[src/design/bmff_pkg.sv]
`timescale 1ns / 1ps
`default_nettype none
// -----------------------------------------------------------------------------
// bmff_pkg
// Shared types and fixed field widths of the bitmap first-fit frame allocator.
// -----------------------------------------------------------------------------
package bmff_pkg;

	// width of the byte length, byte offset and result offset fields
	localparam int unsigned FIELD_W = 13;

	// frame size is a power of two: byte to frame is a right shift
	localparam int unsigned FRAME_SH    = 4;
	localparam int unsigned FRAME_BYTES = 1 << FRAME_SH;

	typedef enum logic {
		OP_ALLOC = 1'b0,
		OP_FREE  = 1'b1
	} op_t;

	typedef enum logic {
		ST_DONE    = 1'b0,
		ST_NO_ROOM = 1'b1
	} status_t;

endpackage
`default_nettype wire

[src/design/bmff_ram.sv]
`timescale 1ns / 1ps
`default_nettype none
// -----------------------------------------------------------------------------
// bmff_ram
// Generic simple dual-port RAM: one write port, one read port, registered read.
// -----------------------------------------------------------------------------
module bmff_ram #(
	parameter int unsigned WIDTH = 8,
	parameter int unsigned DEPTH = 64,
	localparam int unsigned AW = (DEPTH > 1) ? $clog2(DEPTH) : 1
) (
	input  wire logic             clk,
	input  wire logic             we,
	input  wire logic [AW-1:0]    waddr,
	input  wire logic [WIDTH-1:0] wdata,
	input  wire logic [AW-1:0]    raddr,
	output logic      [WIDTH-1:0] rdata
);

	logic [WIDTH-1:0] mem_q [DEPTH];

	always_ff @(posedge clk) begin
		if (we) begin
			mem_q[waddr] <= wdata;
		end
		rdata <= mem_q[raddr];
	end

endmodule
`default_nettype wire

[src/design/bmff_div.sv]
`timescale 1ns / 1ps
`default_nettype none
// -----------------------------------------------------------------------------
// bmff_div
// Byte count to frame index: shift right by the frame size, registered; done
// and the result follow in the cycle after start.
// -----------------------------------------------------------------------------
module bmff_div
	import bmff_pkg::*;
(
	input  wire logic               clk,
	input  wire logic               arst_n,
	input  wire logic               start,
	input  wire logic [FIELD_W-1:0] dividend,
	output logic                    done,
	output logic      [FIELD_W-1:0] quotient
);

	logic               done_q;
	logic [FIELD_W-1:0] quo_q;

	always_ff @(posedge clk or negedge arst_n) begin
		if (!arst_n) begin
			done_q <= 1'b0;
		end else begin
			done_q <= start;
		end
	end

	// datapath, no reset needed
	always_ff @(posedge clk) begin
		if (start) begin
			quo_q <= dividend >> FRAME_SH;
		end
	end

	assign done     = done_q;
	assign quotient = quo_q;

endmodule
`default_nettype wire

[src/design/bitmap_first_fit_frame_allocator.sv]
`timescale 1ns / 1ps
`default_nettype none
// -----------------------------------------------------------------------------
// bitmap_first_fit_frame_allocator
// First-fit allocator of contiguous frame runs over a used-bit bitmap in RAM.
// -----------------------------------------------------------------------------
// Channel   Dir  Handshake          Payload
// s_*       in   s_tvalid/s_tready  tuser: opcode; tdata: byte_length, byte_offset
// m_*       out  m_tvalid/m_tready  tuser: status; tdata: alloc_offset
//
// Sequence: each transaction walks a sequencer. The frame count (length over
//   FRAME_BYTES, a shift) comes from the divider; a free then sends its offset
//   through the divider too. An allocate scans one bitmap byte per cycle up to
//   the byte where the run completes; the run's bytes are then swept
//   read-modify-write, one per cycle, and the final load fills the output register.
// Reset: after arst_n releases, a clearing pass writes zeros to all MAP_BYTES
//   bytes of the bitmap, one per cycle; s_tready stays low meanwhile.
// Stalls: the result sits in an output register; a new transaction is taken
//   while it waits, and only the final load waits on m_tready.
// -----------------------------------------------------------------------------
module bitmap_first_fit_frame_allocator
	import bmff_pkg::*;
#(
	parameter int unsigned MAP_BYTES = 64
) (
	input  wire logic        clk,
	input  wire logic        arst_n,

	input  wire logic        s_tvalid,
	output logic             s_tready,
	input  wire logic [31:0] s_tdata,   // [12:0] byte_length, [25:13] byte_offset, rest 0
	input  wire logic [0:0]  s_tuser,   // [0] opcode

	output logic             m_tvalid,
	input  wire logic        m_tready,
	output logic      [15:0] m_tdata,   // [12:0] alloc_offset, rest 0
	output logic      [0:0]  m_tuser    // [0] status
);

	localparam int unsigned TOTAL_FRAMES = MAP_BYTES * 8;
	// width that holds the frame count itself
	localparam int unsigned FW = $clog2(TOTAL_FRAMES + 1);
	// frame arithmetic width: covers frame indexes and run ends past the map
	localparam int unsigned LW = ((FW > FIELD_W + 1) ? FW : FIELD_W + 1) + 1;
	localparam int unsigned YW = LW - 3;      // byte index width for run ends
	localparam int unsigned AW = (MAP_BYTES > 1) ? $clog2(MAP_BYTES) : 1;
	localparam int unsigned BW = $clog2(MAP_BYTES + 1);

	typedef enum logic [2:0] {
		S_CLEAR,
		S_IDLE,
		S_DLEN,
		S_DOFF,
		S_SCAN,
		S_MARK,
		S_FIN
	} state_t;

	state_t state_q;

	// transaction context
	logic               op_q;
	logic [FIELD_W-1:0] off_q;
	logic [FIELD_W-1:0] qlen_q;     // length / FRAME_BYTES, so need = qlen_q + 1
	logic               fail_q;

	// scan and sweep
	logic [BW-1:0] scan_cnt_q;
	logic [LW-1:0] run_q;
	logic [LW-1:0] start_q;
	logic [LW-1:0] lo_q;
	logic [LW-1:0] hi_q;
	logic [YW-1:0] cur_q;
	logic [YW-1:0] last_q;
	logic          v_s1;            // RAM read data valid this cycle
	logic [AW-1:0] b_s1;            // byte index of that data
	logic [AW-1:0] clr_q;

	// result register
	logic               out_valid_q;
	logic               out_status_q;
	logic [FIELD_W-1:0] out_ofs_q;

	// frame index unit
	logic               div_start;
	logic [FIELD_W-1:0] div_dividend;
	logic               div_done;
	logic [FIELD_W-1:0] div_q;

	// RAM
	logic          ram_we;
	logic [AW-1:0] ram_waddr;
	logic [7:0]    ram_wdata;
	logic [AW-1:0] ram_raddr;
	logic [7:0]    ram_rdata;

	logic s_acc;
	logic out_load;

	assign s_acc    = s_tvalid && s_tready;
	assign s_tready = (state_q == S_IDLE);
	assign out_load = (state_q == S_FIN) && (!out_valid_q || m_tready);

	// Frame index unit shared by the length and the free offset
	assign div_start    = s_acc || ((state_q == S_DLEN) && div_done && (op_q == OP_FREE));
	assign div_dividend = s_acc ? s_tdata[FIELD_W-1:0] : off_q;

	bmff_div u_div (
		.clk      (clk),
		.arst_n   (arst_n),
		.start    (div_start),
		.dividend (div_dividend),
		.done     (div_done),
		.quotient (div_q)
	);

	// First-fit step over one bitmap byte, eight frames in order
	logic [LW-1:0] need_w;
	logic [LW-1:0] scan_run_n;
	logic [LW-1:0] scan_start_n;
	logic          scan_found;

	assign need_w = LW'(qlen_q) + LW'(1);

	always_comb begin
		scan_run_n   = run_q;
		scan_start_n = start_q;
		scan_found   = 1'b0;
		for (int p = 0; p < 8; p++) begin
			if (!scan_found) begin
				if (!ram_rdata[p]) begin
					if (scan_run_n == '0) begin
						scan_start_n = LW'({b_s1, 3'(p)});
					end
					scan_run_n = scan_run_n + LW'(1);
				end else begin
					scan_run_n = '0;
				end
				if (scan_run_n == need_w) begin
					scan_found = 1'b1;
				end
			end
		end
	end

	// Run bounds for the sweep: first frame from the scan or the divider
	logic [LW-1:0] lo_cand;
	logic [LW-1:0] hi_cand;
	logic [YW-1:0] last_cand;

	always_comb begin
		lo_cand   = (state_q == S_SCAN) ? scan_start_n : LW'(div_q);
		hi_cand   = lo_cand + LW'(qlen_q);
		last_cand = hi_cand[LW-1:3];
		// frames past the map end are ignored
		if (last_cand > YW'(MAP_BYTES - 1)) begin
			last_cand = YW'(MAP_BYTES - 1);
		end
	end

	// Bit mask of the run within the byte being swept
	logic [7:0] run_mask;

	always_comb begin
		for (int p = 0; p < 8; p++) begin
			run_mask[p] = (LW'({b_s1, 3'(p)}) >= lo_q) && (LW'({b_s1, 3'(p)}) <= hi_q);
		end
	end

	logic mark_issue;
	logic scan_issue;

	assign mark_issue = (cur_q <= last_q);
	assign scan_issue = (scan_cnt_q < BW'(MAP_BYTES));

	// RAM port control
	always_comb begin
		ram_we    = 1'b0;
		ram_waddr = b_s1;
		ram_wdata = (op_q == OP_ALLOC) ? (ram_rdata | run_mask) : (ram_rdata & ~run_mask);
		ram_raddr = scan_cnt_q[AW-1:0];
		case (state_q)
			S_CLEAR: begin
				ram_we    = 1'b1;
				ram_waddr = clr_q;
				ram_wdata = '0;
			end
			S_MARK: begin
				ram_we    = v_s1;
				ram_raddr = cur_q[AW-1:0];
			end
			default: begin
				ram_we = 1'b0;
			end
		endcase
	end

	bmff_ram #(
		.WIDTH (8),
		.DEPTH (MAP_BYTES)
	) u_map (
		.clk   (clk),
		.we    (ram_we),
		.waddr (ram_waddr),
		.wdata (ram_wdata),
		.raddr (ram_raddr),
		.rdata (ram_rdata)
	);

	// Result offset: first frame times frame size, low 13 bits
	logic [LW+FIELD_W-1:0] ofs_prod;

	assign ofs_prod = (LW+FIELD_W)'(start_q) * (LW+FIELD_W)'(FRAME_BYTES);

	// Sequencer
	always_ff @(posedge clk or negedge arst_n) begin
		if (!arst_n) begin
			state_q     <= S_CLEAR;
			clr_q       <= '0;
			v_s1        <= 1'b0;
			out_valid_q <= 1'b0;
		end else begin
			// a load in the same cycle as a pop keeps valid high
			out_valid_q <= out_load || (out_valid_q && !m_tready);
			case (state_q)
				S_CLEAR: begin
					clr_q <= clr_q + AW'(1);
					if (clr_q == AW'(MAP_BYTES - 1)) begin
						state_q <= S_IDLE;
					end
				end
				S_IDLE: begin
					if (s_acc) begin
						op_q    <= s_tuser[0];
						off_q   <= s_tdata[2*FIELD_W-1:FIELD_W];
						fail_q  <= 1'b0;
						state_q <= S_DLEN;
					end
				end
				S_DLEN: begin
					if (div_done) begin
						qlen_q <= div_q;
						if (op_q == OP_ALLOC) begin
							run_q      <= '0;
							start_q    <= '0;
							scan_cnt_q <= '0;
							v_s1       <= 1'b0;
							state_q    <= S_SCAN;
						end else begin
							state_q <= S_DOFF;
						end
					end
				end
				S_DOFF: begin
					if (div_done) begin
						v_s1   <= 1'b0;
						lo_q   <= lo_cand;
						hi_q   <= hi_cand;
						cur_q  <= lo_cand[LW-1:3];
						last_q <= last_cand;
						if (lo_cand < LW'(TOTAL_FRAMES)) begin
							state_q <= S_MARK;
						end else begin
							state_q <= S_FIN;
						end
					end
				end
				S_SCAN: begin
					b_s1 <= scan_cnt_q[AW-1:0];
					if (scan_issue) begin
						scan_cnt_q <= scan_cnt_q + BW'(1);
					end
					if (v_s1 && scan_found) begin
						lo_q    <= lo_cand;
						hi_q    <= hi_cand;
						cur_q   <= lo_cand[LW-1:3];
						last_q  <= last_cand;
						v_s1    <= 1'b0;
						state_q <= S_MARK;
					end else begin
						v_s1 <= scan_issue;
						if (v_s1 && (b_s1 == AW'(MAP_BYTES - 1))) begin
							fail_q  <= 1'b1;
							state_q <= S_FIN;
						end
					end
					if (v_s1) begin
						run_q   <= scan_run_n;
						start_q <= scan_start_n;
					end
				end
				S_MARK: begin
					v_s1 <= mark_issue;
					b_s1 <= cur_q[AW-1:0];
					if (mark_issue) begin
						cur_q <= cur_q + YW'(1);
					end else if (!v_s1) begin
						state_q <= S_FIN;
					end
				end
				S_FIN: begin
					if (out_load) begin
						out_status_q <= fail_q;
						out_ofs_q    <= (fail_q || (op_q == OP_FREE)) ? '0
						                                              : ofs_prod[FIELD_W-1:0];
						state_q      <= S_IDLE;
					end
				end
				default: begin
					state_q <= S_IDLE;
				end
			endcase
		end
	end

	assign m_tvalid   = out_valid_q;
	assign m_tuser[0] = out_status_q;
	assign m_tdata    = {3'b000, out_ofs_q};

	// Checks
	a_noroom_zero: assert property (@(posedge clk) disable iff (!arst_n)
		m_tvalid && (m_tuser[0] == ST_NO_ROOM) |-> (m_tdata == '0))
		else $error("no-room result carries a nonzero offset");

	a_accept_div: assert property (@(posedge clk) disable iff (!arst_n)
		s_tvalid && s_tready |=> (state_q == S_DLEN))
		else $error("accepted transaction did not start the divider");

	a_div_waited: assert property (@(posedge clk) disable iff (!arst_n)
		div_done |-> (state_q == S_DLEN || state_q == S_DOFF))
		else $error("divider finished while the sequencer was not waiting");

	a_write_phase: assert property (@(posedge clk) disable iff (!arst_n)
		ram_we |-> (state_q == S_CLEAR || (state_q == S_MARK && v_s1)))
		else $error("bitmap written outside the clear pass or the run sweep");

	a_sweep_bounds: assert property (@(posedge clk) disable iff (!arst_n)
		(state_q == S_MARK) && v_s1 |-> (run_mask != '0))
		else $error("sweep touched a byte outside the run");

endmodule
`default_nettype wire

[config.mk]
export PLATFORM = sky130hd
export DESIGN_NAME = bitmap_first_fit_frame_allocator
export DESIGN_NICKNAME = d
export VERILOG_FILES = /design/src/design/bmff_pkg.sv /design/src/design/bmff_ram.sv /design/src/design/bmff_div.sv /design/src/design/bitmap_first_fit_frame_allocator.sv
export SDC_FILE = /design/constraint.sdc
export NUM_CORES = 1
export LEC_CHECK = 0
export BUFFER_PORTS_ARGS = -buffer_cell sky130_fd_sc_hd__buf_4
export CAP_MARGIN = 10
export CORE_MARGIN = 2
export CORE_UTILIZATION = 58
export CTS_CLUSTER_SIZE = 16
export DETAILED_ROUTE_END_ITERATION = 10
export PLACE_DENSITY_LB_ADDON = 0.15
export RECOVER_POWER = 100
export SLEW_MARGIN = 20
export SYNTH_ARGS = -nofsm -noshare
export SYNTH_HDL_FRONTEND = slang
export SYNTH_SLANG_ARGS = --single-unit
[constraint.sdc]
create_clock -name clk -period 12.85 [get_ports clk]
set_input_delay 0 -clock clk [delete_from_list [all_inputs] [get_ports clk]]
set_output_delay 0 -clock clk [all_outputs]
set_load 0.05 [all_outputs]
=== Yosys cells after proc, flatten, opt, wreduce, memory -nomap -nowiden ===
Memory sizes are Yosys's and may differ from the RTL's. A register that Yosys moved wholly into a read port is not among the register bits.
Cells that the tools add are included.

* Word-level logic and storage cells: 251
* Output and inout bits: 19
* Bits in latches: 0
* ROM bits: 0
* Register bits after elaboration: 156
* Memory bits (writable): 512
* Memories: 1

{| class="wikitable"
|+ Memories
! memory !! words !! width !! rd ports !! clocked after Yosys merged registers in !! write ports !! line !! source
|-
| u_map.mem_q || 64 || 8 || 1 || 1 || 1 || bmff_ram.sv:20 || <nowiki>logic [WIDTH-1:0] mem_q [DEPTH];</nowiki>
|}

* Multipliers: 0
* $lt $le $gt $ge: 20
* Shift-type cells: 0
* $add $sub $neg: 13
* Multiplexer cells: 115
* Equality and inequality tests: 31
* Div/mod/pow operators: 0
* Bitwise operators: 3
* Reductions and logical operators: 47

{| class="wikitable"
|+ Operator list
! cell !! count
|-
| $mux W15 || 54
|-
| $add A15 B1 Y15 const B || 8
|-
| $eq A15 B10 Y1 || 8
|-
| $ge A9 B15 Y1 || 8
|-
| $le A9 B15 Y1 || 8
|-
| $logic_not A15 Y1 || 8
|-
| $pmux W15 S2 || 4
|-
| $mux W12 || 6
|-
| $pmux W12 S3 || 1
|-
| $mux W3 || 10
|-
| $mux W1 || 24
|-
| $pmux W12 S2 || 1
|-
| $mux W7 || 3
|-
| $pmux W3 S7 || 1
|-
| $reduce_and A5 Y1 || 4
|-
| $ne A2 B2 Y1 const B || 9
|-
| $mux W8 || 2
|-
| $add A15 B9 Y15 || 1
|-
| $logic_and A1 B1 Y1 || 15
|-
| $lt A15 B10 Y1 const B || 1
|-
| $pmux W7 S2 || 1
|-
| $mux W13 || 1
|-
| $add A12 B1 Y12 const B || 1
|-
| $eq A6 B6 Y1 const B || 2
|-
| 29 further kinds || 48
|}

=== Depth between registers and ports, before layout ===
* Depth after elaboration: 36
* Mapped depth: 75

=== Hierarchy ===
Synthesis repeated with hierarchy kept, for this count alone.

* Cell total of the unflattened synthesis: 3,576
* Area total of the unflattened synthesis: 40,540.1 um^2

{| class="wikitable"
|+ Modules (own cells, without submodules)
! module !! cells each !! sequential area each (um^2) !! area an instance (um^2) !! instances
|-
| bmff_ram || 940 || 15,534.9 || 20,166.8 || 1
|-
| bitmap_first_fit_frame_allocator || 2,621 || 4,329.2 || 20,044.2 || 1
|-
| bmff_div || 15 || 295.3 || 329.1 || 1
|}

=== Least setup slack after synthesis ===
Ideal clock, no wire load.

* Kind: reg-to-reg
* Start: register run_q[0]
* End: register hi_q[0] (enable)
* Arrival: 13,549 ps
* Required time: 12,395 ps
* Clock period less this slack: 14,005 ps
* Cell stages (with the launch flop): 56
* Slack: -1,155 ps
* Buffers on the path: 7
* Cells stage by stage: edfxtp_1 > buf_2 > inv_1 > ha_1 > nor2b_1 > ha_1 > inv_1 > nor3_1 > nand4_1 > nor3_2 > xnor2_1 > a311o_1 > and4_1 > buf_4 > nor2_2 > clkbuf_1 > clkbuf_1 > nand2_1 > (+20 left out) > o211ai_2 > nor3_1 > nand4b_1 > a211oi_2 > o2111a_2 > buf_8 > o21ai_0 > and2_1 > inv_1 > ha_1 > o21ai_1 > nor4_1 > mux2_2 > nor3_1 > nand4_1 > nor4_4 > o21ai_1 > a21oi_1

* Word-level cells in the longest chain between the ends: 35
* Elaborated cells on any way between the ends: 55

{| class="wikitable"
|+ Ends and longest elaborated chain
! what !! line !! source
|-
| from (decl) || bitmap_first_fit_frame_allocator.sv:69 || <nowiki>logic [LW-1:0] run_q;</nowiki>
|-
| from (signal assigned) || bitmap_first_fit_frame_allocator.sv:288 || <nowiki>run_q <= scan_run_n;</nowiki>
|-
| $add A15 B1 Y15 (*) || bitmap_first_fit_frame_allocator.sv:135 || <nowiki>scan_run_n = scan_run_n + LW'(1);</nowiki>
|-
| $mux W15 (*) || bitmap_first_fit_frame_allocator.sv:131 || <nowiki>if (!ram_rdata[p]) begin</nowiki>
|-
| $add A15 B1 Y15 || bitmap_first_fit_frame_allocator.sv:135 ||
|-
| $mux W15 || bitmap_first_fit_frame_allocator.sv:131 ||
|-
| $mux W15 (2 in a row) || bitmap_first_fit_frame_allocator.sv:130 || <nowiki>if (!scan_found) begin</nowiki>
|-
| $add A15 B1 Y15 || bitmap_first_fit_frame_allocator.sv:135 ||
|-
| $mux W15 || bitmap_first_fit_frame_allocator.sv:131 ||
|-
| $mux W15 (2 in a row) || bitmap_first_fit_frame_allocator.sv:130 ||
|-
| (+17 left out) || n/a ||
|-
| $mux W15 || bitmap_first_fit_frame_allocator.sv:131 ||
|-
| $mux W15 || bitmap_first_fit_frame_allocator.sv:130 ||
|-
| $eq A15 B10 Y1 || bitmap_first_fit_frame_allocator.sv:139 || <nowiki>if (scan_run_n == need_w) begin</nowiki>
|-
| $mux W1 || bitmap_first_fit_frame_allocator.sv:139 ||
|-
| $mux W1 (*) || bitmap_first_fit_frame_allocator.sv:130 ||
|-
| $logic_and A1 B1 Y1 (*) || bitmap_first_fit_frame_allocator.sv:273 || <nowiki>if (v_s1 && scan_found) begin</nowiki>
|-
| $ne A2 B1 Y1 (no line) (*) || n/a ||
|-
| $reduce_and A4 Y1 (no line) (*) || n/a ||
|-
| to (signal assigned) || bitmap_first_fit_frame_allocator.sv:258 || <nowiki>hi_q <= hi_cand;</nowiki>
|-
| to (signal assigned) || bitmap_first_fit_frame_allocator.sv:275 || <nowiki>hi_q <= hi_cand;</nowiki>
|-
| to (decl) || bitmap_first_fit_frame_allocator.sv:72 || <nowiki>logic [LW-1:0] hi_q;</nowiki>
|}

Mark *: on every way between the ends. The rest lies on a longest branch, timed or not. The select of a mux whose other input is x is not followed.
A chain may end at the register's enable or synchronous reset.

=== Final worst setup path ===
* Start: register run_q[5]
* End: register last_q[2] (data pin)

* Word-level cells in the longest chain between the ends: 36
* Elaborated cells on any way between the ends: 84

{| class="wikitable"
|+ Ends and longest elaborated chain
! what !! line !! source
|-
| $add A15 B1 Y15 || bitmap_first_fit_frame_allocator.sv:135 ||
|-
| $mux W15 || bitmap_first_fit_frame_allocator.sv:131 ||
|-
| $add A15 B1 Y15 || bitmap_first_fit_frame_allocator.sv:135 ||
|-
| $mux W15 || bitmap_first_fit_frame_allocator.sv:131 ||
|-
| $mux W15 (2 in a row) || bitmap_first_fit_frame_allocator.sv:130 ||
|-
| $add A15 B1 Y15 || bitmap_first_fit_frame_allocator.sv:135 ||
|-
| $mux W15 || bitmap_first_fit_frame_allocator.sv:131 ||
|-
| $mux W15 (2 in a row) || bitmap_first_fit_frame_allocator.sv:130 ||
|-
| (+19 left out) || n/a ||
|-
| $mux W15 (*) || bitmap_first_fit_frame_allocator.sv:130 ||
|-
| $mux W15 (*) || bitmap_first_fit_frame_allocator.sv:152 || <nowiki>lo_cand = (state_q == S_SCAN) ? scan_start_n : LW'(div_q);</nowiki>
|-
| via lo_cand[1] || bitmap_first_fit_frame_allocator.sv:147 || <nowiki>logic [LW-1:0] lo_cand;</nowiki>
|-
| $add A15 B9 Y15 (*) || bitmap_first_fit_frame_allocator.sv:153 || <nowiki>hi_cand = lo_cand + LW'(qlen_q);</nowiki>
|-
| $gt A12 B6 Y1 || bitmap_first_fit_frame_allocator.sv:156 || <nowiki>if (last_cand > YW'(MAP_BYTES - 1)) begin</nowiki>
|-
| $mux W12 (*) || bitmap_first_fit_frame_allocator.sv:156 ||
|-
| $mux W12, on equally long branches || bitmap_first_fit_frame_allocator.sv:273, bitmap_first_fit_frame_allocator.sv:255 ||
|-
| $pmux W12 S2 (*) || bitmap_first_fit_frame_allocator.sv:225 || <nowiki>case (state_q)</nowiki>
|-
| to (signal assigned) || bitmap_first_fit_frame_allocator.sv:260 || <nowiki>last_q <= last_cand;</nowiki>
|-
| to (signal assigned) || bitmap_first_fit_frame_allocator.sv:277 || <nowiki>last_q <= last_cand;</nowiki>
|-
| to (decl) || bitmap_first_fit_frame_allocator.sv:74 || <nowiki>logic [YW-1:0] last_q;</nowiki>
|}

Mark *: on every way through the listed nets, which the timed path passes. The rest lies on a longest branch. The select of a mux whose other input is x is not followed.

==> summary.md <==
| Metric | Value |
|---|---|
| Port Buffers | 34 |
| # DRC | 0 |
| Fin crit share | 96.93% |
| CTS root buf | clkbuf_16 |
| Worst Hold Path EP | op_q |
| EDFF count, synth | between 600 and 700 |
| Status | complete, but fails checks |
| Sequential share of power | 34.2% |
| H-tree levels | 3 |
| Sum Neg Setup Slack | 0 ns |
| Min-delay worst type | input port to flip-flop |
| Ys flop type | edfxtp_1 |
| Most common cell after layout, fill and taps aside | nand2_1 |
| Core ar. | between 60000 and 70000 um^2 |
| Leak pwr | ~16 nW |
| Clk pwr share | roughly 22% |
| Syn-to-layout area delta | 17.12% |
| Fmax | 80.29 MHz |
| Clock Pin Slew Worst Setup and Hold Paths | around 0.06 ns |
| Pwr per Cell Area | slightly below 200 nW/um^2 |
| Slowest cell delay on critical path | 0.59 ns |
| First-pass GRT wire length | 180.7 mm |
| Routed vias/inst | approximately 6.5 |
| Relative max-transition margin | -27.03% |
| Vias in the first global route | roughly 30000 |
| Least-Margin Pin Slew | ~1.9 ns |
| Synthesized area | a little under 40000 um^2 |
| Multi-input logic area | 18330 um^2 |
| CP Max Fanout | 9 |
| GR Util All Layers | a little over a third |
| Area post-placement | about 42000 um^2 |
| Startpoint Class | flip-flop |
| GRT Residual Overflow | 0 |
| Max Cap Violations | 1 |
| Fin. Hold Viols | 0 |
| Worst Setup Slack, final | roughly 0.39 ns |
| Reg2reg start | run_q[5] |
| Vias | about 33000 |
| DR iter-0 viols | between 4000 and 5000 |
| Num CTS Buffers | 70 |
| Hold Crit Start | s_tuser |
| Hold Path Cell Cnt | 2 |
| Layout cell share with drive strength beyond 1 | a little under a fifth |
| Worst R2R Setup Slack | 0.39 ns |
| Crit end category | flip-flop |
| Finished Cell Area | between 40000 and 50000 um^2 |
| Avg Synthesized Cell Area | slightly above 10 um^2 |
| Unrepaired setup endpoints after global routing | true |
| Routed Antenna Nets | 0 |
| Pre-CTS setup slack | -0.02856 ns |
| Peak VDD IR | between 0.00015 and 0.0002 V |
| Final Max Slew Viols | 29 |
| Largest net degree at the start of global routing | between 150 and 200 |
| Final WL | 121.8 mm |
| Crit path DAT | 12.84 ns |
| Die Width | 262.1 um |
| Detailed Routing Iterations Pass 1 | 6 |
| Final Setup Violations | 0 |
| Async SR Flop Fraction | approximately 1.8% |
| FF-to-FF End | last_q[2] |
| Post-synth cell types | 143 |
| CP Class | flip-flop to flip-flop |
| CTS tree | built |
| Storage cell area | between 15000 and 20000 um^2 |
| Post-route minimum period | approximately 12 ns |
| Yosys warnings | 0 |
| Fillers | between 5000 and 6000 |
| R2R depth | 60 |
| Die area | between 60000 and 70000 um^2 |
| Mapped Cells | between 3000 and 4000 |
| Placer Congestion | 1.033 |
| DP HPWL | ~82 mm |
| Sw frac | between 40 and 50% |
| Final clock skew | between 0.02 and 0.03 ns |
| Die Y | about 260 um |
| Initial antenna violation count | 4 |
| Combinational Power Share | approximately 44% |
| Register area share after synthesis | 51.56% |
| Max clock buf depth | 3 |
| DR WL/cell | between 20 and 25 um |
| Cell row count | 94 |
| Clock latency on the worst-skew pair | 0.63 ns |
| Starting Density | 58.66% |
| CP required | approximately 13 ns |
| Final-stage net count | approximately 4200 |
| Pint | roughly 5.4 mW |
| Yosys reg bits | 668 |
| Failing checks | max-capacitance violations, max-slew violations |
| Most frequent cells in the layout | 659 x nand2_1, 648 x edfxtp_1, 375 x buf_4 |
| Slowest cell on crit path | or4_1 |
| Clock sink count | between 600 and 700 |
| IO Count | 56 |
| NetSw | between 3 and 4 mW |
[worst max-delay path by stage]
| stage | endpoint | start | slack (ns) |
|---|---|---|---|
| finish | last_q[2] | run_q[5] | 0.39 |
| global route | last_q[2] | run_q[0] | -0.16 |
| CTS | last_q[2] | run_q[0] | 0.03 |
| detailed placement | last_q[3] | run_q[0] | -0.03 |
| global placement | last_q[1] | run_q[0] | 0.23 |
| floorplan | last_q[0] | run_q[1] | -0.17 |
[routing by layer]
layer	track usage, %	part of all wire (%)	vias up
met2	51.31	44	1780
met5	0	0.031	-
met3	7.716	11	249
li1	-	-	15022
met4	11.06	3.0	6
met1	51.04	42	15970
[synth_stat cells, drive strengths merged (37+ instances only)]
master | count | area (um^2)
a311oi | 96 | 840.8
xnor2 | 88 | 785.8
ha | 56 | 700.7
nor4 | 63 | 466.7
a21o | 37 | 277.8
clkbuf | 161 | 611.8
o21ai | 123 | 638.1
mux2i | 47 | 474.2
nand2 | 667 | 2516
and3 | 89 | 556.8
nor2 | 278 | 1071
inv | 84 | 315.3
nand3 | 345 | 1744
a211oi | 43 | 355.3
and2 | 39 | 246.5
nor3 | 109 | 604.3
nand4 | 54 | 356.6
edfxtp | 648 | 19460
buf | 71 | 481.7
a21oi | 144 | 743.2
[critical path, delay by kind of cell, from the launching register on]
| family | cells | cell delay [ns] |
|---|---|---|
| xor gates and xnor gates | 1 | 0.16 |
| buffers and inverters | 7 | 1.03 |
| and+or+nand+nor | 21 | 4.37 |
| DFF | 1 | 0.49 |
| AOI/OAI and AO/OA | 27 | 5.14 |
| muxes | 1 | 0.32 |
| adders and majority gates | 3 | 0.63 |
[sequential cells by signal, summed over array words and instances, names as in the netlist, 12 cells and up]
signal	count
cur_q	12
u_map.mem_q	512
hi_q	15
run_q	15
lo_q	15
start_q	15
last_q	12
[power by group through the flow]
stage / Clock (mW) / Sequential [mW] / Combinational [mW]
after floorplan: 0 / 3.10 / 2.38
after global placement: 0 / 3.11 / 3.68
after detailed placement: 0 / 3.11 / 3.72
after CTS: 1.96 / 3.07 / 3.75
after global routing: 2.04 / 3.09 / 4.27
final: 1.94 / 3.07 / 3.99
[per-stage QoR]
step           instances  utilization [%]  hold WS [ns]  total power [mW]
6_report            5050            68.70        0.1115             9.001
5_1_grt             5047            68.69       0.09363             9.405
4_1_cts             5001            67.15       0.05544             8.777
3_5_place_dp        4848            63.45       -0.1058             6.830
3_3_place_gp        4848            63.45       -0.1037             6.787
2_1_floorplan       3851                -       -0.2956             5.481
[cell type report]
cell class                      instances  area share, %
Inverter                               90         0.7715
Timing Repair Buffer                  437          7.411
Sequential cell                       668          44.02
Antenna cell                            3        0.01659
Multi-Input combinational cell       2858          40.52
Clock inverter                         43         0.8627
Tap cell                              864          2.389
Clock buffer                           87          4.012
[kinds of logic (layout without fill, tap and decap cells)]
family,after synthesis,count (layout),synth area share (%)
DFF,668,668,51.56
adders and majority gates,57,57,1.865
other,1,16,0.009707
muxes,81,81,2.248
buffers and inverters,325,657,3.809
and+or+nand+nor,1825,1825,23.16
AOI/OAI and AO/OA,757,757,14.41
xor gates and xnor gates,125,125,2.944
[what timing repair did]
action / in CTS / in global routing
endpoints found under the setup margin: 6 / 66
pin swaps: 0 / 70
gates resized for setup: 2 / 149
hold endpoints to repair: 43 / 0
hold buffers: 23 / 0
buffers inserted: 0 / 46
Note: power is estimated with default switching activity, not from simulation.
